File: src/sv/assert_macros.svh
// ----------------------------------------------------------------------------
// Assertion macros
// Shared wrappers for clocked concurrent assertions with synchronous reset.
// ----------------------------------------------------------------------------
`ifndef ASSERT_MACROS_SVH
`define ASSERT_MACROS_SVH

// Property must hold at every edge outside reset
`define ASSERT_CLK(label, clk, rst, prop, msg) \
   label: assert property (@(posedge clk) disable iff (rst) prop) else $error(msg);

// Expression must never be true outside reset
`define ASSERT_NEVER(label, clk, rst, expr, msg) \
   label: assert property (@(posedge clk) disable iff (rst) !(expr)) else $error(msg);

`endif

File: src/sv/rsi_pkg.sv
// ----------------------------------------------------------------------------
// RSI package
// Shared types and constants of the relative strength index block.
// ----------------------------------------------------------------------------
package rsi_pkg;

   // Port field widths
   localparam int FIELD_BITS  = 32;
   localparam int WLEN_BITS   = 7;
   localparam int RSI_BITS    = 23;
   localparam int STATUS_BITS = 2;

   localparam logic [WLEN_BITS-1:0] WLEN_RESET = 7'd14;

   // 100 percent in Q.16: 6553600 = 25 << 18
   localparam logic [RSI_BITS-1:0] RSI_FULL = 23'd6553600;
   localparam int SCALE_SHIFT  = 18;
   localparam int DIV_STEPS    = 23;
   localparam int PRE_SHIFT    = DIV_STEPS - SCALE_SHIFT;
   localparam int DIV_CNT_BITS = 5;

   // Queue between front and back
   localparam int QUEUE_DEPTH = 4;
   localparam int QPTR_BITS   = 2;
   localparam int QCNT_BITS   = 3;

   typedef enum logic [STATUS_BITS-1:0] {
      ST_WARMING = 2'd0,
      ST_OK      = 2'd1,
      ST_UNDEF   = 2'd2
   } rsi_status_type;

   typedef enum logic {
      FR_IDLE,
      FR_UPDATE
   } rsi_front_state_type;

   typedef enum logic [1:0] {
      BK_IDLE,
      BK_PREP,
      BK_DIVIDE,
      BK_FINISH
   } rsi_back_state_type;

   typedef struct packed {
      logic empty;
      logic full;
   } rsi_qstat_type;

endpackage

File: src/sv/rsi_back.sv
// ----------------------------------------------------------------------------
// RSI back
// Scales and divides the window sums into a rounded Q.16 percentage.
// ----------------------------------------------------------------------------
`include "assert_macros.svh"

module rsi_back import rsi_pkg::*; #(
   parameter int SUM_BITS = 38
) (
   input  logic                   clock,
   input  logic                   reset,
   input  rsi_qstat_type          q_stat,
   output logic                   q_pop,
   input  logic [2*SUM_BITS:0]    q_data,
   output logic                   rsp_valid,
   input  logic                   rsp_ready,
   output logic [RSI_BITS-1:0]    rsp_rsi_value,
   output logic [STATUS_BITS-1:0] rsp_status
);

   rsi_back_state_type      state_ff, state_in;
   logic [SUM_BITS-1:0]     g_ff, g_in, l_ff, l_in;
   logic                    warm_ff, warm_in;
   logic [SUM_BITS-1:0]     t_ff, t_in, rem_ff, rem_in;
   logic [DIV_STEPS-1:0]    nbits_ff, nbits_in;
   logic [RSI_BITS-1:0]     q_ff, q_in;
   logic [DIV_CNT_BITS-1:0] cnt_ff, cnt_in;
   rsi_status_type          st_ff, st_in;

   logic                    rsp_valid_ff;
   logic [RSI_BITS-1:0]     rsp_rsi_ff;
   logic [STATUS_BITS-1:0]  rsp_status_ff;

   logic [SUM_BITS+4:0]     g25;
   logic [SUM_BITS:0]       rem2, t_ext;
   logic                    ge, round_up, load_out;
   logic [RSI_BITS:0]       q_rnd;
   logic [RSI_BITS-1:0]     rsi_fin;

   // 25 * G: the numerator is this shifted up by 18
   assign g25   = (SUM_BITS+5)'({g_ff, 4'b0}) + (SUM_BITS+5)'({g_ff, 3'b0})
                + (SUM_BITS+5)'(g_ff);
   assign t_ext = {1'b0, t_ff};
   assign rem2  = {rem_ff, nbits_ff[DIV_STEPS-1]};
   assign ge    = (rem2 >= t_ext);

   // round half up, then clamp to full scale
   assign round_up = ({rem_ff, 1'b0} >= t_ext);
   assign q_rnd    = {1'b0, q_ff} + (RSI_BITS+1)'(round_up);
   assign rsi_fin  = (q_rnd > (RSI_BITS+1)'(RSI_FULL)) ? RSI_FULL : q_rnd[RSI_BITS-1:0];

   // sequencer and restoring divider, one quotient bit a cycle
   always_comb begin
      state_in = state_ff;
      g_in     = g_ff;
      l_in     = l_ff;
      warm_in  = warm_ff;
      t_in     = t_ff;
      rem_in   = rem_ff;
      nbits_in = nbits_ff;
      q_in     = q_ff;
      cnt_in   = cnt_ff;
      st_in    = st_ff;
      q_pop    = 1'b0;
      load_out = 1'b0;
      case (state_ff)
         BK_IDLE: begin
            if (!q_stat.empty) begin
               q_pop    = 1'b1;
               warm_in  = q_data[2*SUM_BITS];
               g_in     = q_data[2*SUM_BITS-1:SUM_BITS];
               l_in     = q_data[SUM_BITS-1:0];
               state_in = BK_PREP;
            end
         end
         BK_PREP: begin
            t_in     = g_ff + l_ff;
            rem_in   = g25[SUM_BITS+4:PRE_SHIFT];
            nbits_in = {g25[PRE_SHIFT-1:0], {SCALE_SHIFT{1'b0}}};
            q_in     = '0;
            cnt_in   = '0;
            if (warm_ff) begin
               st_in = ST_WARMING;
            end else if ((g_ff == '0) && (l_ff == '0)) begin
               st_in = ST_UNDEF;
            end else begin
               st_in = ST_OK;
            end
            state_in = (st_in == ST_OK) ? BK_DIVIDE : BK_FINISH;
         end
         BK_DIVIDE: begin
            rem_in   = ge ? SUM_BITS'(rem2 - t_ext) : SUM_BITS'(rem2);
            q_in     = {q_ff[RSI_BITS-2:0], ge};
            nbits_in = {nbits_ff[DIV_STEPS-2:0], 1'b0};
            cnt_in   = cnt_ff + 1'b1;
            if (cnt_ff == DIV_CNT_BITS'(DIV_STEPS - 1)) begin
               state_in = BK_FINISH;
            end
         end
         BK_FINISH: begin
            if (!rsp_valid_ff || rsp_ready) begin
               load_out = 1'b1;
               state_in = BK_IDLE;
            end
         end
         default: begin
            state_in = BK_IDLE;
         end
      endcase
   end

   always_ff @(posedge clock) begin
      if (reset) begin
         state_ff     <= BK_IDLE;
         rsp_valid_ff <= 1'b0;
      end else begin
         state_ff <= state_in;
         if (load_out) begin
            rsp_valid_ff <= 1'b1;
         end else if (rsp_ready) begin
            rsp_valid_ff <= 1'b0;
         end
      end
   end

   // datapath and output item
   always_ff @(posedge clock) begin
      g_ff     <= g_in;
      l_ff     <= l_in;
      warm_ff  <= warm_in;
      t_ff     <= t_in;
      rem_ff   <= rem_in;
      nbits_ff <= nbits_in;
      q_ff     <= q_in;
      cnt_ff   <= cnt_in;
      st_ff    <= st_in;
      if (load_out) begin
         rsp_rsi_ff    <= (st_ff == ST_OK) ? rsi_fin : '0;
         rsp_status_ff <= st_ff;
      end
   end

   assign rsp_valid     = rsp_valid_ff;
   assign rsp_rsi_value = rsp_rsi_ff;
   assign rsp_status    = rsp_status_ff;

   `ASSERT_CLK(a_rsi_in_range, clock, reset, rsp_valid_ff |-> (rsp_rsi_ff <= RSI_FULL), "rsi above full scale")
   `ASSERT_CLK(a_zero_unless_ok, clock, reset, (rsp_valid_ff && (rsp_status_ff != ST_OK)) |-> (rsp_rsi_ff == '0), "nonzero rsi without valid status")
   `ASSERT_NEVER(a_pop_when_empty, clock, reset, q_pop && q_stat.empty, "pop from empty queue")

endmodule
File: config.mk
export PLATFORM = sky130hd
export DESIGN_NAME = rsi_back
export DESIGN_NICKNAME = d
export VERILOG_FILES = /design/src/sv/rsi_pkg.sv /design/src/sv/rsi_back.sv
export VERILOG_INCLUDE_DIRS = /design/src /design/src/sv
export SDC_FILE = /design/constraint.sdc
export NUM_CORES = 1
export LEC_CHECK = 0
export BUFFER_PORTS_ARGS = -buffer_cell sky130_fd_sc_hd__buf_2
export CORE_MARGIN = 5
export CORE_UTILIZATION = 35
export CTS_BUF_LIST = sky130_fd_sc_hd__clkbuf_8
export DETAILED_ROUTE_END_ITERATION = 8
export GPL_TIMING_DRIVEN = 1
export PLACE_DENSITY = 0.54
export SLEW_MARGIN = 30
export SYNTH_ARGS = -nofsm -noshare
export SYNTH_HDL_FRONTEND = slang
export SYNTH_SLANG_ARGS = --single-unit
File: constraint.sdc
create_clock -name clock -period 5.73 [get_ports clock]
set_input_delay 0.573 -clock clock [delete_from_list [all_inputs] [get_ports clock]]
set_output_delay 0.573 -clock clock [all_outputs]
set_load 0.02 [all_outputs]
==> results.ini, run 1 <==
[logic_synthesis]
syn-num-nets=1842
syn_area_um2=16100
yosys_warnings=0
synth.distinct_cells=90
async_reset_ff_share_pct=0
synth_seq_cells=216
seq_area_frac_synth_pct=40.1
syn_avg_cell_area_um2=10.2
syn_inst=1578
yosys_most_used_dff=edfxtp_1
synth_edf_count=213

[global_route]
antenna_found_initial=1
grt_first_pass_wirelength_um=60400
grt_remaining_overflow=0
grt_max_degree=80
grtUsageTotal_pct=14.7
grt_pass1_vias=11600

[floorplanning]
start_util_pct=35.4
die_area_um2=50400
die_y_um=225
core_um2=45500
die_w_um=225
fp-row-count=78
io_pins=109

[placement]
hpwl_um=29000
gp_congestion=0.817
io_buffers=107
placed_area_um2=17200

[run]
cap_violations=0

[timing]
setup_viol=0
maxSlewViolCount=0
hold_viol=0
max_freq_mhz=202
tns_ns=0
finClkSkew_ns=0.0349
maxSlewHeadroom_pct=44.8
timing.final.crit_share_pct=86.5
rsz0062_at_grt=false
fin_crit_ns=4.96
tightest_slew_ns=0.828

[clock_network]
hold_buffers=0
cts.clk_slew.worst_paths_ns=0.06
cts_tree=done
cts_buffers=41
root_buffer=clkbuf_8
post-cts-setup-buffers=0
clk_path_buf_depth=3
h-tree-depth=2
post_cts_resized=0
clkLatencyLatePin_ns=0.60
cts.sinks=216

[worst_setup_path]
reg2reg_slack_ns=0.77
arrival_ns=5.27
critPathLaunchType=flip-flop
r2r-start=rem_ff[27]$_DFFE_PP_
worst-setup-path-type=reg2reg
crit_required_ns=6.04
reg2reg_depth=20
crit_end=rsp_rsi_value[15]$_SDFFCE_PP0P_
worst_setup_path_end_kind=flip-flop
worstPathMaxFanout=20
crit_start=rem_ff[27]$_DFFE_PP_
r2r-end=rsp_rsi_value[15]$_SDFFCE_PP0P_

[detailed_routing]
postRouteAntennaNets=0
remaining_drc_errors=0
drt_iter0_drc=475
drt-total-wl_um=37400
route.vias.total=11700
dr.pass1.iters=5
wl_per_cell_um=16.1
avgViaCountPerCell=5.05

[finish]
final_nets=1950
area_growth_pct=12.3
drive_gt1_share_pct=13.4
final_cell_mix=213 x edfxtp_1, 162 x a21oi_1, 142 x ha_1
stdcell_area_um2=18100
fillers=4573
mostFrequentLayoutCell=edfxtp_1

[status]
status=complete, no violations

[min_path]
hold_class=in2reg

## registers in the layout (all words and copies together) (netlist names)
signal and flops:
g_ff 38, l_ff 38, rem_ff 38, t_ff 38
q_ff 23, rsp_rsi_value 23, cnt_ff 5, nbits_ff 5
rsp_status 2, st_ff 2, state_ff 2, rsp_valid 1
warm_ff 1
## logic make-up (layout without fill, tap and decap cells)
family / after synthesis / count (layout) / synth area share, %
compound gates: 429 / 429 / 17.5
xor+xnor: 123 / 123 / 6.69
fa+ha+maj: 182 / 182 / 15.9
buf+inv: 170 / 309 / 4.33
flops: 216 / 216 / 40.1
mux: 22 / 22 / 1.41
other cells: 0 / 1 / 0
simple gates: 436 / 436 / 14.1
## synth_stat cells (4+ instances only)
cell	instances	area share, %
buf_2	11	0.34
xor2_1	47	2.6
buf_6	4	0.28
edfxtp_1	213	40
and3_1	19	0.74
nand4_1	33	1.3
fa_1	37	4.6
o21bai_1	15	0.70
nand3_1	39	1.2
nor2_1	120	2.8
nor3_1	20	0.62
o21a_1	14	0.65
a21oi_1	162	5.0
nand2b_1	17	0.66
nand2_1	77	1.8
a21boi_0	4	0.19
xnor2_1	76	4.1
a21o_1	64	3.0
o211ai_1	18	0.84
o221ai_1	4	0.22
nor4_1	10	0.39
nand4b_1	4	0.22
a31oi_1	14	0.54
buf_4	4	0.19
o21ai_0	48	1.5
mux2_2	4	0.28
and2_1	30	1.2
a211o_1	4	0.22
inv_1	121	2.8
a21oi_2	4	0.22
clkbuf_1	24	0.56
mux2i_1	17	1.1
nor2b_1	21	0.82
o21ai_1	15	0.47
nor2_2	18	0.70
ha_1	145	11
buf_1	4	0.093
or3_1	4	0.16
o31ai_1	8	0.37
a211oi_1	13	0.61
## layer usage
metal | wire length [um] | part of all wire (%) | track usage (%) | vias to the layer above
met5 | 0 | 0 | 0 | -
met4 | 1360 | 3.6 | 5.58 | 0
met3 | 1580 | 4.2 | 2.79 | 74
met2 | 16800 | 45 | 23.6 | 217
met1 | 17600 | 47 | 19.8 | 5413
li1 | - | - | - | 5992
## through the flow
step / hold slack, ns / instances / setup slack [ns] / utilization [%]
2_1_floorplan: 0.417 / 1578 / 0.869 / -
4_1_cts: 0.0879 / 2316 / 0.724 / 39.7
3_5_place_dp: 0.426 / 2242 / 0.762 / 37.9
5_1_grt: 0.0925 / 2318 / 0.254 / 39.8
6_report: 0.148 / 2318 / 0.774 / 39.8
3_3_place_gp: 0.427 / 2242 / 0.881 / 37.9
## area by class of cell
type                       count  area (um^2)  area share (%)
multi-input combinational   1192         9000            49.8
sequential                   216         6460            35.7
tap                          600          751            4.15
timing repair buffer         113          601            3.32
clock buffer                  41          564            3.12
inverter                     122          458            2.53
clock inverter                33          249            1.38
antenna                        1         2.50          0.0138
## how the worst min path moves through the flow
stage | start | to | slack (ns) | cells after the start
2_1_floorplan | st_ff[1]$_DFFE_PP_ | rsp_status[1]$_DFFE_PP_ | 0.42 | 0
3_3_place_gp | st_ff[1]$_DFFE_PP_ | rsp_status[1]$_DFFE_PP_ | 0.43 | 0
3_5_place_dp | st_ff[1]$_DFFE_PP_ | rsp_status[1]$_DFFE_PP_ | 0.43 | 0
4_1_cts | q_data[6] | l_ff[6]$_DFFE_PP_ | 0.09 | 1
5_1_grt | q_data[34] | l_ff[34]$_DFFE_PP_ | 0.09 | 1
6_report | q_data[6] | l_ff[6]$_DFFE_PP_ | 0.15 | 1
## critical path: stages, from the launching register on
cell	delay (ns)
edfxtp_1	0.39
ha_1	0.53
nand4_1	0.26
o221a_1	0.31
o21a_1	0.21
o21ai_1	0.12
o211ai_1	0.13
nand3_1	0.09
a21o_1	0.11
ha_1	0.21
ha_1	0.34
nand4_2	0.35
nor2_1	0.26
nor2_1	0.06
a211oi_1	0.39
a2111oi_4	0.11
a31oi_1	0.22
nor2_2	0.06
o21bai_2	0.11
buf_4	0.31
nor2_2	0.07
Power of run 1 is not shown: default switching activity piles up to over one toggle a cycle in this logic, so the estimate is an artifact.
==> run 2: changes to the inputs <==
- CTS_BUF_LIST: sky130_fd_sc_hd__clkbuf_8 -> sky130_fd_sc_hd__clkbuf_2
- TNS_END_PERCENT: not set -> 1
==> results.ini, run 2 (synthesized netlist as in run 1, its figures left out) <==
[clock_network]
root_buffer=clkbuf_2
h-tree-depth=2  ; unchanged
cts_tree=done
hold_buffers=80  ; +80
post_cts_resized=0  ; unchanged
cts_buffers=59  ; +44%
clk_path_buf_depth=3  ; unchanged
post-cts-setup-buffers=0  ; unchanged
cts.clk_slew.worst_paths_ns=0.09  ; +0.03 ns
cts.sinks=216  ; unchanged
clkLatencyLatePin_ns=1.00  ; +0.40 ns

[floorplanning]
core_um2=45500  ; unchanged
die_w_um=225  ; unchanged
die_y_um=225  ; unchanged
fp-row-count=78  ; unchanged
start_util_pct=35.4  ; unchanged
die_area_um2=50400  ; unchanged
io_pins=109  ; unchanged

[global_route]
grt_max_degree=80  ; unchanged
grtUsageTotal_pct=15.2  ; +0.50 points
antenna_found_initial=2  ; +1
grt_remaining_overflow=0  ; unchanged
grt_pass1_vias=12200  ; +4.8%
grt_first_pass_wirelength_um=62500  ; +3.5%

[detailed_routing]
avgViaCountPerCell=5.01  ; -0.68%
route.vias.total=12100  ; +3.7%
drt-total-wl_um=38500  ; +3.0%
wl_per_cell_um=15.9  ; -1.4%
postRouteAntennaNets=0  ; unchanged
remaining_drc_errors=0  ; unchanged
drt_iter0_drc=593  ; +25%
dr.pass1.iters=5  ; unchanged

[finish]
area_growth_pct=15.2
final_nets=2048  ; +5.0%
regArea_um2=6460  ; unchanged
drive_gt1_share_pct=14.6  ; +1.2 points
multi_input_area_um2=9000  ; unchanged
fillers=4546  ; -0.59%
mostFrequentLayoutCell=edfxtp_1
final_cell_mix=213 x edfxtp_1, 162 x a21oi_1, 142 x ha_1

[worst_setup_path]
cpPeakStageDelay_ns=0.53  ; about the same
crit_required_ns=6.39  ; +0.35 ns
worst-setup-path-type=reg2reg
crit_top_cell=ha_1
cpMaxStageDelayCell=ha_1
worstPathMaxFanout=20  ; unchanged
cp_top_family=compound AO/OA/AOI/OAI gates
critPathLaunchType=flip-flop
critPathBufInv=1  ; unchanged
path_cells=ha_1 -> nand4_1 -> o221a_1 -> o21a_1 -> o21ai_1 -> o211ai_1 -> nand3_1 -> a21o_1 -> ha_1 -> ha_1 -> nand4_2 -> nor2_1 -> nor2_1 -> a211oi_1 -> a2111oi_4 -> a31oi_1 -> nor2_2 -> o21bai_2 -> buf_4 -> nor2_2
worst_setup_path_end_kind=flip-flop
arrival_ns=5.69  ; +0.42 ns

[timing]
maxSlewViolCount=0  ; unchanged
hold_viol=0  ; unchanged
rsz0062_at_grt=false
maxSlewHeadroom_pct=43.1  ; -1.7 points
setup_viol=0  ; unchanged
tightest_slew_ns=0.854  ; +0.0259 ns
fin_crit_ns=5.03  ; +0.0768 ns
max_freq_mhz=199  ; -1.5%
timing.final.crit_share_pct=87.8  ; +1.3 points
tns_ns=0  ; unchanged
finClkSkew_ns=0.103  ; +0.0682 ns

[placement]
gp_congestion=0.817  ; unchanged
hpwl_um=29000  ; unchanged
io_buffers=107  ; unchanged

[min_path]
hold_class=in2reg

[status]
status=complete, no violations

[run]
cap_violations=0  ; unchanged

-- run 2: final cells by class --
cell class	instances	area share [%]
Multi-Input combinational cell	1192	48.5
Antenna cell	3	0.0405
Clock inverter	16	0.425
Clock buffer	78	2.10
Sequential cell	216	34.8
Tap cell	600	4.05
Inverter	122	2.47
Timing Repair Buffer	193	7.56
-- run 2: routing by layer --
layer | vias to the layer above | track usage (%) | routed length (um)
li1 | 6212 | - | -
met4 | 0 | 5.81 | 1320
met1 | 5606 | 20.0 | 17800
met3 | 84 | 3.03 | 1590
met5 | - | 0 | 0
met2 | 226 | 24.8 | 17800
-- run 2: worst paths after layout --
path	startpoint	slack [ns]	cells past startpoint	to
max reg2reg	rem_ff[27]$_DFFE_PP_	0.70	20	rsp_rsi_value[15]$_SDFFCE_PP0P_
min	q_data[12]	0.28	2	l_ff[12]$_DFFE_PP_
max	rem_ff[27]$_DFFE_PP_	0.70	20	rsp_rsi_value[15]$_SDFFCE_PP0P_
min reg2reg	st_ff[1]$_DFFE_PP_	0.44	0	rsp_status[1]$_DFFE_PP_
-- run 2: per-stage QoR --
stage	utilization, %	area (um^2)	instances	setup slack (ns)	hold WS (ns)
6_report	40.8	18500	2420	0.698	0.276
5_1_grt	40.8	18500	2419	0.181	0.108
4_1_cts	40.7	18500	2416	0.654	0.0785
2_1_floorplan	-	16100	1578	0.869	0.417
3_3_place_gp	37.9	17200	2242	0.881	0.427
3_5_place_dp	37.9	17200	2242	0.762	0.426
Power of run 2 is left out for the same reason.
