$ cat src/sv/assert_macros.svh
// ----------------------------------------------------------------------------
// Assertion macros
// Shared wrappers for clocked concurrent assertions with synchronous reset.
// ----------------------------------------------------------------------------
`ifndef ASSERT_MACROS_SVH
`define ASSERT_MACROS_SVH

// Property must hold at every edge outside reset
`define ASSERT_CLK(label, clk, rst, prop, msg) \
   label: assert property (@(posedge clk) disable iff (rst) prop) else $error(msg);

// Expression must never be true outside reset
`define ASSERT_NEVER(label, clk, rst, expr, msg) \
   label: assert property (@(posedge clk) disable iff (rst) !(expr)) else $error(msg);

`endif

$ cat src/sv/rsi_pkg.sv
// ----------------------------------------------------------------------------
// RSI package
// Shared types and constants of the relative strength index block.
// ----------------------------------------------------------------------------
package rsi_pkg;

   // Port field widths
   localparam int FIELD_BITS  = 32;
   localparam int WLEN_BITS   = 7;
   localparam int RSI_BITS    = 23;
   localparam int STATUS_BITS = 2;

   localparam logic [WLEN_BITS-1:0] WLEN_RESET = 7'd14;

   // 100 percent in Q.16: 6553600 = 25 << 18
   localparam logic [RSI_BITS-1:0] RSI_FULL = 23'd6553600;
   localparam int SCALE_SHIFT  = 18;
   localparam int DIV_STEPS    = 23;
   localparam int PRE_SHIFT    = DIV_STEPS - SCALE_SHIFT;
   localparam int DIV_CNT_BITS = 5;

   // Queue between front and back
   localparam int QUEUE_DEPTH = 4;
   localparam int QPTR_BITS   = 2;
   localparam int QCNT_BITS   = 3;

   typedef enum logic [STATUS_BITS-1:0] {
      ST_WARMING = 2'd0,
      ST_OK      = 2'd1,
      ST_UNDEF   = 2'd2
   } rsi_status_type;

   typedef enum logic {
      FR_IDLE,
      FR_UPDATE
   } rsi_front_state_type;

   typedef enum logic [1:0] {
      BK_IDLE,
      BK_PREP,
      BK_DIVIDE,
      BK_FINISH
   } rsi_back_state_type;

   typedef struct packed {
      logic empty;
      logic full;
   } rsi_qstat_type;

endpackage

$ cat src/sv/rsi_queue.sv
// ----------------------------------------------------------------------------
// RSI queue
// Short FIFO holding window sums between the front and the back.
// ----------------------------------------------------------------------------
`include "assert_macros.svh"

module rsi_queue import rsi_pkg::*; #(
   parameter int WIDTH = 77
) (
   input  logic               clock,
   input  logic               reset,
   input  logic               push,
   input  logic [WIDTH-1:0]   wdata,
   input  logic               pop,
   output logic [WIDTH-1:0]   rdata,
   output rsi_qstat_type      stat
);

   logic [WIDTH-1:0]     entry_ff [QUEUE_DEPTH];
   logic [QPTR_BITS-1:0] wr_ptr_ff, wr_ptr_in;
   logic [QPTR_BITS-1:0] rd_ptr_ff, rd_ptr_in;
   logic [QCNT_BITS-1:0] count_ff, count_in;
   logic                 do_push, do_pop;

   assign do_push = push && (count_ff != QCNT_BITS'(QUEUE_DEPTH));
   assign do_pop  = pop && (count_ff != '0);

   // pointer and count update
   always_comb begin
      wr_ptr_in = wr_ptr_ff;
      rd_ptr_in = rd_ptr_ff;
      count_in  = count_ff;
      if (do_push) begin
         wr_ptr_in = (wr_ptr_ff == QPTR_BITS'(QUEUE_DEPTH - 1)) ? '0 : wr_ptr_ff + 1'b1;
      end
      if (do_pop) begin
         rd_ptr_in = (rd_ptr_ff == QPTR_BITS'(QUEUE_DEPTH - 1)) ? '0 : rd_ptr_ff + 1'b1;
      end
      if (do_push && !do_pop) begin
         count_in = count_ff + 1'b1;
      end else if (do_pop && !do_push) begin
         count_in = count_ff - 1'b1;
      end
   end

   always_ff @(posedge clock) begin
      if (reset) begin
         wr_ptr_ff <= '0;
         rd_ptr_ff <= '0;
         count_ff  <= '0;
      end else begin
         wr_ptr_ff <= wr_ptr_in;
         rd_ptr_ff <= rd_ptr_in;
         count_ff  <= count_in;
      end
   end

   // storage
   always_ff @(posedge clock) begin
      if (do_push) begin
         entry_ff[wr_ptr_ff] <= wdata;
      end
   end

   assign rdata      = entry_ff[rd_ptr_ff];
   assign stat.empty = (count_ff == '0);
   assign stat.full  = (count_ff == QCNT_BITS'(QUEUE_DEPTH));

   `ASSERT_NEVER(a_push_when_full, clock, reset, push && stat.full, "queue push while full")

endmodule

$ cat config.mk
export PLATFORM = sky130hd
export DESIGN_NAME = rsi_queue
export DESIGN_NICKNAME = d
export VERILOG_FILES = /design/src/sv/rsi_pkg.sv /design/src/sv/rsi_queue.sv
export VERILOG_INCLUDE_DIRS = /design/src /design/src/sv
export SDC_FILE = /design/constraint.sdc
export NUM_CORES = 1
export LEC_CHECK = 0
export ABC_AREA = 0
export BUFFER_PORTS_ARGS = -buffer_cell sky130_fd_sc_hd__buf_2
export CORE_MARGIN = 3
export CORE_UTILIZATION = 57
export CTS_CLUSTER_DIAMETER = 30
export DETAILED_ROUTE_END_ITERATION = 10
export GPL_TIMING_DRIVEN = 0
export PLACE_DENSITY_LB_ADDON = 0.08
export SYNTH_ARGS = -nofsm -noshare
export SYNTH_HDL_FRONTEND = slang
export SYNTH_SLANG_ARGS = --single-unit
$ cat constraint.sdc
create_clock -name clock -period 3.9 [get_ports clock]
set_input_delay 0.78 -clock clock [delete_from_list [all_inputs] [get_ports clock]]
set_output_delay 0.78 -clock clock [all_outputs]
set_load 0.02 [all_outputs]
==> results.toml, run 1 <==
[placement]
hpwlAfterDp_um = 12300
place_area_um2 = 12900
numPlacedInstances = 880
port_buffers = 158
gp_congestion = 0.695

[power]
power_leakage_nw = 5.06
cellPowerDensity_nw_per_um2 = 744
ir_drop_uv = 691
power.total_mw = 10.9

[yosys]
ys_ff_latch = 317
synth_cell_types = 25
synth_top_area_cell = "edfxtp_1"
netlist_area_um2 = 11600
ys_warn_count = 0
syn_nets = 541
synth_area_per_cell_um2 = 25.6
synthCells = 453
yosysSeqAreaShare_pct = 81.2
synth.area.top_cells = "edfxtp_1 80%, mux4_2 15%, dfxtp_1 1.6%"
synth_top_area_share_pct = 79.6

[clocking]
hold_buffers = 0
cts_tree = "done"
clock_latency_ns = 0.53
cts_sinks = 317
post_cts_resize_count = 0
cts-root-buf = "clkbuf_16"
h-tree-depth = 2
post_cts_buffers = 0
cts_made_buffers = 52
clk_transition_reported_paths_ns = 0.05
clk_path_buf_depth = 3

[route]
initialDrtViolationCount = 384
vias = 5438
drt_first_pass_iters = 4
drc = 0
ant_nets = 0
detail_route.wl_per_cell_um = 21.9
routed_wl_um = 21400
routed_via_density = 5.57

[timing]
hold_viol = 0
worst_clock_skew_ns = 0.0146
min_period_ns = 2.92
hold_slack_ns = 0.459
finalCritPeriodShare_pct = 75.0
setup_viol = 0
slew_viol_final = 0
slew_headroom_pct = 55.0
rsz0062_at_grt = "no"
max_freq_mhz = 342
max_slew.worst_pin.slew_ns = 0.676

[worst_setup_path]
crit_top_cell = "buf_2"
max_stage_delay_ns = 0.36
endpoint_kind = "output port"
path_cells = "buf_2 > buf_2 > buf_2 > mux4_2 > buf_2"
ff2ff_path_depth = 7
cp.depth = 5
critPathArrivalTime_ns = 2.14
critPathMaxFanout = 10
r2r_end = "count_ff[2]"
worst-path-buf-inv = 4
required_ns = 3.12
critPathLaunchType = "register"
worst_path_max_delay_cell = "mux4_2"
path_class = "register to output port"
critPathTopFamily = "buffers and inverters"
r2r_slack_ns = 1.56
rr_startpoint = "count_ff[0]"
crit_path_end = "rdata[21]"

[layout]
fin_cells = 977
syn_to_final_growth_pct = 26.0
layout_commonest_cell = "edfxtp_1"
final_cell_mix = "308 x edfxtp_1, 164 x buf_2, 77 x mux4_2, 53 x clkbuf_16, 16 x clkbuf_1"
fillCellCount = 1115
layout.nets = 757
seqCellArea_um2 = 9430
multi_input_area_um2 = 2020
final_area_um2 = 14600
drive_gt1_share_pct = 47.5

[floorplan]
dieHeight_um = 149
core_um2 = 19700
dieArea_um2 = 22100
ioPinCount = 160
rows = 51
start_util_pct = 58.9
die_w_um = 149

[flow_run]
drv_cap = 0

[global_routing]
gr-total-overflow = 0
grt_pass1_wl_um = 33400
grt_max_degree = 42
grt_usage_pct = 20.0
grt_pass1_vias = 6092
antenna_found_initial = 2

[hold_path]
hold_class = "input pin to register"

[status]
outcome = "finished, final reports clean"
## sequential cells by signal (all words and copies together) (netlist names), named ones only
| name | count |
|---|---|
| wr_ptr_ff | 2 |
| rd_ptr_ff | 2 |
| count_ff | 3 |
| entry_ff | 308 |
## layout make-up
| type | instances | share of cell area, % |
|---|---|---|
| Antenna cell | 1 | 0.0171 |
| Clock buffer | 65 | 9.44 |
| Timing Repair Buffer | 162 | 6.16 |
| Sequential cell | 317 | 64.4 |
| Multi-Input combinational cell | 111 | 13.8 |
| Inverter | 5 | 0.128 |
| Tap cell | 265 | 2.27 |
| Buffer | 20 | 1.16 |
| Clock inverter | 31 | 2.62 |
## cells by family (layout without fill, tap and decap cells)
| kind of cell | count (synthesis) | in the layout | share of synthesized area (%) |
|---|---|---|---|
| adder cells (fa/ha/maj) | 7 | 7 | 0.819 |
| other | 0 | 1 | 0 |
| multiplexers | 79 | 79 | 15.1 |
| flip-flops | 317 | 317 | 81.2 |
| AND/OR/NAND/NOR | 16 | 16 | 0.732 |
| buffers and inverters | 25 | 283 | 1.63 |
| AO/OA/AOI/OAI | 7 | 7 | 0.388 |
| XOR/XNOR | 2 | 2 | 0.151 |
## routing by layer
metal	global-route usage (%)	up-vias	wire length (um)	part of all wire [%]
li1	-	2404	-	-
met1	25.2	2777	8090	38
met2	33.8	204	11100	52
met3	5.62	49	1680	7.9
met4	7.37	4	494	2.3
met5	0	-	23	0.11
## worst min-delay path by stage
| stage | startpoint | end | slack (ns) | cells past startpoint |
|---|---|---|---|---|
| 6_report | wdata[2] | entry_ff[2][2] | 0.46 | 1 |
| 5_1_grt | wdata[4] | entry_ff[3][4] | 0.44 | 1 |
| 3_5_place_dp | count_ff[2] | count_ff[2] | 0.52 | 2 |
| 4_1_cts | wdata[6] | entry_ff[0][6] | 0.43 | 1 |
| 2_1_floorplan | rd_ptr_ff[0] | register | 0.46 | 2 |
| 3_3_place_gp | rd_ptr_ff[0] | rd_ptr_ff[0] | 0.48 | 2 |
## metrics by stage
stage	worst slack, ns	setup TNS (ns)	utilization, %
2_1_floorplan	0.828	0	-
3_5_place_dp	1.37	0	65.3
3_3_place_gp	-0.678	-205.78	64.6
5_1_grt	0.848	0	74.2
4_1_cts	0.909	0	74.2
6_report	0.976	0	74.2
## report_power, final
group / switching (mW) / internal (mW) / total (mW)
logic: 1.23 / 0.927 / 2.16
clock network: 1.48 / 3.04 / 4.52
registers: 0.0917 / 4.13 / 4.22
## cells in the mapped netlist, drive strengths merged
| cell type | count |
|---|---|
| a21oi | 3 |
| and3 | 4 |
| buf | 15 |
| clkbuf | 5 |
| dfxtp | 9 |
| edfxtp | 308 |
| fa | 1 |
| ha | 6 |
| inv | 5 |
| mux2i | 2 |
| mux4 | 77 |
| nand2 | 1 |
| nand3 | 2 |
| nor2 | 4 |
| nor3 | 2 |
| o21ai | 2 |
| o31ai | 2 |
| or3 | 2 |
| or3b | 1 |
| xor2 | 2 |
No activity file was read; power rests on OpenSTA's default activity.
==> run 2: changes to the inputs <==
--- a/config.mk
+++ b/config.mk
@@ -6,7 +6,7 @@
 export SDC_FILE = /design/constraint.sdc
 export NUM_CORES = 1
 export LEC_CHECK = 0
-export ABC_AREA = 0
+export ABC_AREA = 1
 export BUFFER_PORTS_ARGS = -buffer_cell sky130_fd_sc_hd__buf_2
 export CORE_MARGIN = 3
 export CORE_UTILIZATION = 57
==> constraint.sdc (replaced) <==
create_clock -name clock -period 2.9 [get_ports clock]
set_input_delay 0.58 -clock clock [delete_from_list [all_inputs] [get_ports clock]]
set_output_delay 0.58 -clock clock [all_outputs]
set_load 0.02 [all_outputs]
==> run 2 against run 1 <==
  * Register-to-register slack lost 0.96 ns
  * Power grew 49%
  * Critical path depth is 1 lower
  * Utilization increased by 0.082 points
  * Area after synthesis rose by 2.6%
  * Die area up 2.5%
  * First-iteration DRC count up 24%
  * Sequential cell count unchanged
  * Count of clock-buffer cells in the layout down 5
  * Worst hold slack got worse by 0.24 ns
  * Critical endpoint is now rdata[59]
  * Largest power group unchanged
  * Highest routed layer unchanged
==> results.toml, run 2 <==
[timing]
fin_setup_tns_ns = 0
slew_headroom_pct = 38.6
setup_viol = 0
max_freq_mhz = 363
hold_viol = 0
finalCritPeriodShare_pct = 95.0
max_slew.worst_pin.slew_ns = 0.920
rsz0062_at_grt = "no"
worst_clock_skew_ns = 0.00939
slew_viol_final = 0
worst_slack_ns = 0.146
min_period_ns = 2.75

[worst_setup_path]
endpoint_kind = "output port"
path_class = "register to output port"
critPathArrivalTime_ns = 2.17
critPathLaunchType = "register"
critPathTopFamily = "buffers and inverters"
max_stage_delay_ns = 0.51
ff2ff_path_depth = 5
rr_startpoint = "count_ff[1]"
worst-path-buf-inv = 2
cp.depth = 4
required_ns = 2.32
critPathMaxFanout = 10
worst_path_max_delay_cell = "dfxtp_1"
path_cells = "clkbuf_1 > o21ai_0 > o22ai_1 > buf_2"

[layout]
layout.nets = 1127
final_area_um2 = 15100
seqCellArea_um2 = 9430
multi_input_area_um2 = 2130
largest-register = "entry_ff"
syn_to_final_growth_pct = 27.0
largest_reg_flops = 308
drive_gt1_share_pct = 27.4
layout_commonest_cell = "edfxtp_1"
fillCellCount = 1299
final_cell_mix = "308 x edfxtp_1, 171 x buf_2, 167 x nor2_1, 150 x o21ai_0, 76 x o22ai_1"
reg.largest.list = "entry_ff x308, count_ff x3"

[flow_run]
drv_cap = 0

[route]
routed_via_density = 5.55
routed_wl_um = 26200
detail_route.wl_per_cell_um = 19.3
ant_nets = 0
drt_first_pass_iters = 5
drc = 0
initialDrtViolationCount = 477
vias = 7523

[yosys]
synth_cell_types = 25
synth-edff-count = 308
synth_ff_type = "edfxtp_1"
synth_area_per_cell_um2 = 14.6
yosys-top-cells-count = "308 x edfxtp_1, 171 x nor2_1, 150 x o21ai_0"
ys_ff_latch = 317
synth_top_area_share_pct = 77.6
synth.most_common_cell = "edfxtp_1"
netlist_area_um2 = 11900
yosysSeqAreaShare_pct = 79.1
async_flop_share_pct = 0
syn_nets = 903
synth_top_area_cell = "edfxtp_1"
synthCells = 815
ys_warn_count = 0
synth.area.top_cells = "edfxtp_1 78%, o21ai_0 6.3%, nor2_1 5.4%"

[status]
outcome = "finished, final reports clean"

[placement]
port_buffers = 159
hpwlAfterDp_um = 15900
place_area_um2 = 13300
dp_slack_ns = 0.460
gp_congestion = 0.736

[global_routing]
grt_pass1_vias = 7216
grt_usage_pct = 22.6
gr-total-overflow = 0
grt_pass1_wl_um = 38800
grt_max_degree = 31
antenna_found_initial = 1

[clocking]
clock_latency_ns = 0.54
cts-root-buf = "clkbuf_16"
clk_transition_reported_paths_ns = 0.05
hold_buffers = 0
cts_sinks = 317
clk_path_buf_depth = 3
post_cts_buffers = 0
cts_made_buffers = 52
h-tree-depth = 2
post_cts_resize_count = 0
cts_tree = "done"

[power]
cellPowerDensity_nw_per_um2 = 1070
power_leakage_nw = 5.52
ir_drop_uv = 745

[hold_path]
holdPathStages = 2
hold_start = "reset"
hold_class = "input pin to register"

[floorplan]
dieHeight_um = 151
die_w_um = 151
rows = 52
dieArea_um2 = 22700
core_um2 = 20400
start_util_pct = 58.5
ioPinCount = 160
==> run 2: changes by cell type in the layout (fill, tap and decap cells not counted), moves of 5 or more <==
cell,previous run,this run
nor2_1,4,167
o21ai_0,2,150
mux4_2,77,0
o22ai_1,0,76
nand2_1,1,14
inv_1,4,16
buf_6,1,10
clkbuf_2,0,9
buf_2,164,171
o21ai_1,0,5
==> run 2: path summary, 6_finish.rpt <==
path,end,slack [ns]
worst min-delay path,count_ff[0],0.22
worst max register to register,entry_ff[1][25],0.60
worst max-delay path,rdata[59],0.15
worst min register to register,count_ff[1],0.54
==> run 2: final cells by class <==
class                   instances  share of cell area, %
diodes                          3                 0.0496
plain buffers                  49                   2.11
clock buffers                  60                   9.01
clock inverters                38                   2.88
inverters                      18                  0.480
multi-input cells             431                   14.1
flip-flops and latches        317                   62.3
well taps                     270                   2.23
repair buffers                170                   6.86
==> run 2: kinds of logic (layout without fill, tap and decap cells) <==
| group | Yosys count | count (layout) | synth area share (%) |
|---|---|---|---|
| DFF | 317 | 317 | 79.1 |
| AOI/OAI and AO/OA | 234 | 234 | 10.7 |
| and+or+nand+nor | 189 | 189 | 6.05 |
| buffers and inverters | 67 | 335 | 3.28 |
| adders and majority gates | 7 | 7 | 0.798 |
| xor gates and xnor gates | 1 | 1 | 0.0735 |
| other | 0 | 3 | 0 |
==> run 2: worst register-to-register path, delay by kind of cell (launching register included) <==
kind / cells / cell delay, ns
buffers and inverters: 1 / 0.31
flip-flops: 1 / 0.38
AND/OR/NAND/NOR: 4 / 1.28
==> run 2: layer usage <==
layer  vias to the layer above  global-route usage [%]  part of all wire, %
met1                      3676                    30.2                   41
met5                         -                       0                0.050
li1                       3531                       -                    -
met4                         2                    6.80                  1.6
met2                       279                    37.9                   50
met3                        35                    5.03                  7.3
==> run 2: where the power goes <==
part / switching (mW) / internal [mW] / total [mW]
logic: 3.01 / 1.38 / 4.39
clock network: 2.06 / 4.09 / 6.15
registers: 0.131 / 5.59 / 5.72
total: 5.20 / 11.1 / 16.3
==> run 2: stage by stage <==
| step | power, mW | util, % | hold WS (ns) | instances |
|---|---|---|---|---|
| after detailed placement | 10.2 | 65.4 | 0.530 | 1255 |
| after CTS | 16.4 | 74.3 | 0.198 | 1353 |
| after floorplan | 8.54 | - | 0.483 | 815 |
| after global placement | 10.1 | 64.1 | 0.518 | 1244 |
| after global routing | 17.0 | 74.3 | 0.226 | 1353 |
| final | 16.3 | 74.3 | 0.215 | 1356 |
==> run 3: changes to the inputs <==
--- a/config.mk
+++ b/config.mk
@@ -13,7 +13,9 @@
 export CTS_CLUSTER_DIAMETER = 30
 export DETAILED_ROUTE_END_ITERATION = 10
 export GPL_TIMING_DRIVEN = 0
+export MAX_ROUTING_LAYER = met4
 export PLACE_DENSITY_LB_ADDON = 0.08
+export SLEW_MARGIN = 20
 export SYNTH_ARGS = -nofsm -noshare
 export SYNTH_HDL_FRONTEND = slang
 export SYNTH_SLANG_ARGS = --single-unit
==> run 3 against run 2 <==
  * Critical path type unchanged
  * Via count decreased by 0.33%
  * Die area unchanged
  * Fmax decreased by 2.4%
  * Non-clock buffer count unchanged
  * First-iteration DRC count increased by 0.42%
  * Critical endpoint unchanged
==> results.toml, run 3 (synthesized netlist as in run 2, its figures left out) <==
[status]
outcome = "finished, final reports clean"

[global_routing]
gr-total-overflow = 0
grt_usage_pct = 24.0
grt_max_degree = 25
grt_pass1_vias = 7474
antenna_found_initial = 3
grt_pass1_wl_um = 40100

[placement]
hpwlAfterDp_um = 16100
gp_congestion = 0.746
place_area_um2 = 13400
dp_slack_ns = 0.457
port_buffers = 159

[floorplan]
dieHeight_um = 151
die_w_um = 151
dieArea_um2 = 22700
start_util_pct = 58.5
ioPinCount = 160
core_um2 = 20400
rows = 52

[clocking]
clk_transition_reported_paths_ns = 0.05
hold_buffers = 0
cts_tree = "done"
cts-root-buf = "clkbuf_16"
cts_made_buffers = 53
post_cts_resize_count = 0
post_cts_buffers = 0
cts_sinks = 317
clock_latency_ns = 0.54
h-tree-depth = 2
clk_path_buf_depth = 3

[route]
drc = 0
drt_first_pass_iters = 5
ant_nets = 0
routed_via_density = 5.53
initialDrtViolationCount = 479
detail_route.wl_per_cell_um = 19.7
vias = 7498
routed_wl_um = 26700

[timing]
min_period_ns = 2.82
finalCritPeriodShare_pct = 97.3
worst_clock_skew_ns = 0.0125
rsz0062_at_grt = "no"
max_slew.worst_pin.slew_ns = 0.699
slew_headroom_pct = 53.3
slew_viol_final = 0
worst_slack_ns = 0.0789
setup_viol = 0
hold_viol = 0
max_freq_mhz = 354

[layout]
layout.nets = 1128
largest_reg_flops = 308
syn_to_final_growth_pct = 27.8
final_area_um2 = 15200
final_cell_mix = "308 x edfxtp_1, 171 x buf_2, 167 x nor2_1, 150 x o21ai_0, 76 x o22ai_1"
layout_commonest_cell = "edfxtp_1"
drive_gt1_share_pct = 28.0
fin_util_pct = 74.8
largest-register = "entry_ff"
reg.largest.list = "entry_ff x308, count_ff x3"

[worst_setup_path]
critPathArrivalTime_ns = 2.24
path_cells = "inv_2 > clkbuf_1 > o21ai_0 > o22ai_1 > buf_2"
path_class = "register to output port"
endpoint_kind = "output port"
critPathLaunchType = "register"
worst-path-buf-inv = 3
max_stage_delay_ns = 0.43
critPathMaxFanout = 10
critPathTopFamily = "buffers and inverters"
required_ns = 2.32
worst_path_max_delay_cell = "clkbuf_1"

[power]
power.total_mw = 16.6
power_leakage_nw = 5.55
cellPowerDensity_nw_per_um2 = 1090
ir_drop_uv = 623

[flow_run]
drv_cap = 0

[hold_path]
hold_class = "input pin to register"
run 3: cell count changes in the layout (fill, tap and decap cells not counted), sizes merged:
cell      change
inv           +2
clkbuf        -4
clkinvlp      +3
diode         +3
clkinv        -9
buf           +1
bufinv        +3
run 3: report_power, final:
group	leakage, nW	total (mW)	switching, mW	internal, mW
clock	0.887	6.43	2.10	4.33
sequential	2.90	5.72	0.131	5.59
combinational	1.77	4.42	3.04	1.39
total	5.55	16.6	5.27	11.3
run 3: final cells by class:
type                       instances  area, um2
clock buffer                      57       1340
inverter                          18       72.6
tap                              270        338
timing repair buffer             171       1070
buffer                            48        314
sequential                       317       9430
multi-input combinational        431       2130
fill                            1286       5140
clock inverter                    37        515
antenna                            6       15.0
run 3: final timing paths:
path	from	slack [ns]	cells past startpoint	endpoint
setup / recovery	register	0.08	5	rdata[59]
hold / removal	reset	0.21	2	count_ff[0]
hold reg to reg	wr_ptr_ff[1]	0.55	2	wr_ptr_ff[1]
setup reg to reg	count_ff[1]	0.58	6	entry_ff[3][30]
run 3: per-stage QoR:
step / cells / hold WS (ns) / setup TNS (ns)
2_1_floorplan: 815 / 0.483 / -92.73
3_3_place_gp: 1244 / 0.518 / -592.72
3_5_place_dp: 1256 / 0.532 / 0
4_1_cts: 1350 / 0.196 / 0
5_1_grt: 1352 / 0.215 / 0
6_report: 1355 / 0.207 / 0
run 3: routing by layer:
| metal | vias to the layer above | routed length, um | global-route usage [%] |
|---|---|---|---|
| met5 | - | 0 | - |
| met4 | 0 | 457 | 6.84 |
| met3 | 43 | 1970 | 4.85 |
| met2 | 276 | 13400 | 39.5 |
| met1 | 3646 | 10900 | 31.0 |
| li1 | 3533 | - | - |
run 3: worst reg2reg max path: cells and delay by family, from the launching register on:
kind                   cells  cell delay (ns)
buffers and inverters      2             0.50
flip-flops                 1             0.38
AND/OR/NAND/NOR            4             1.12
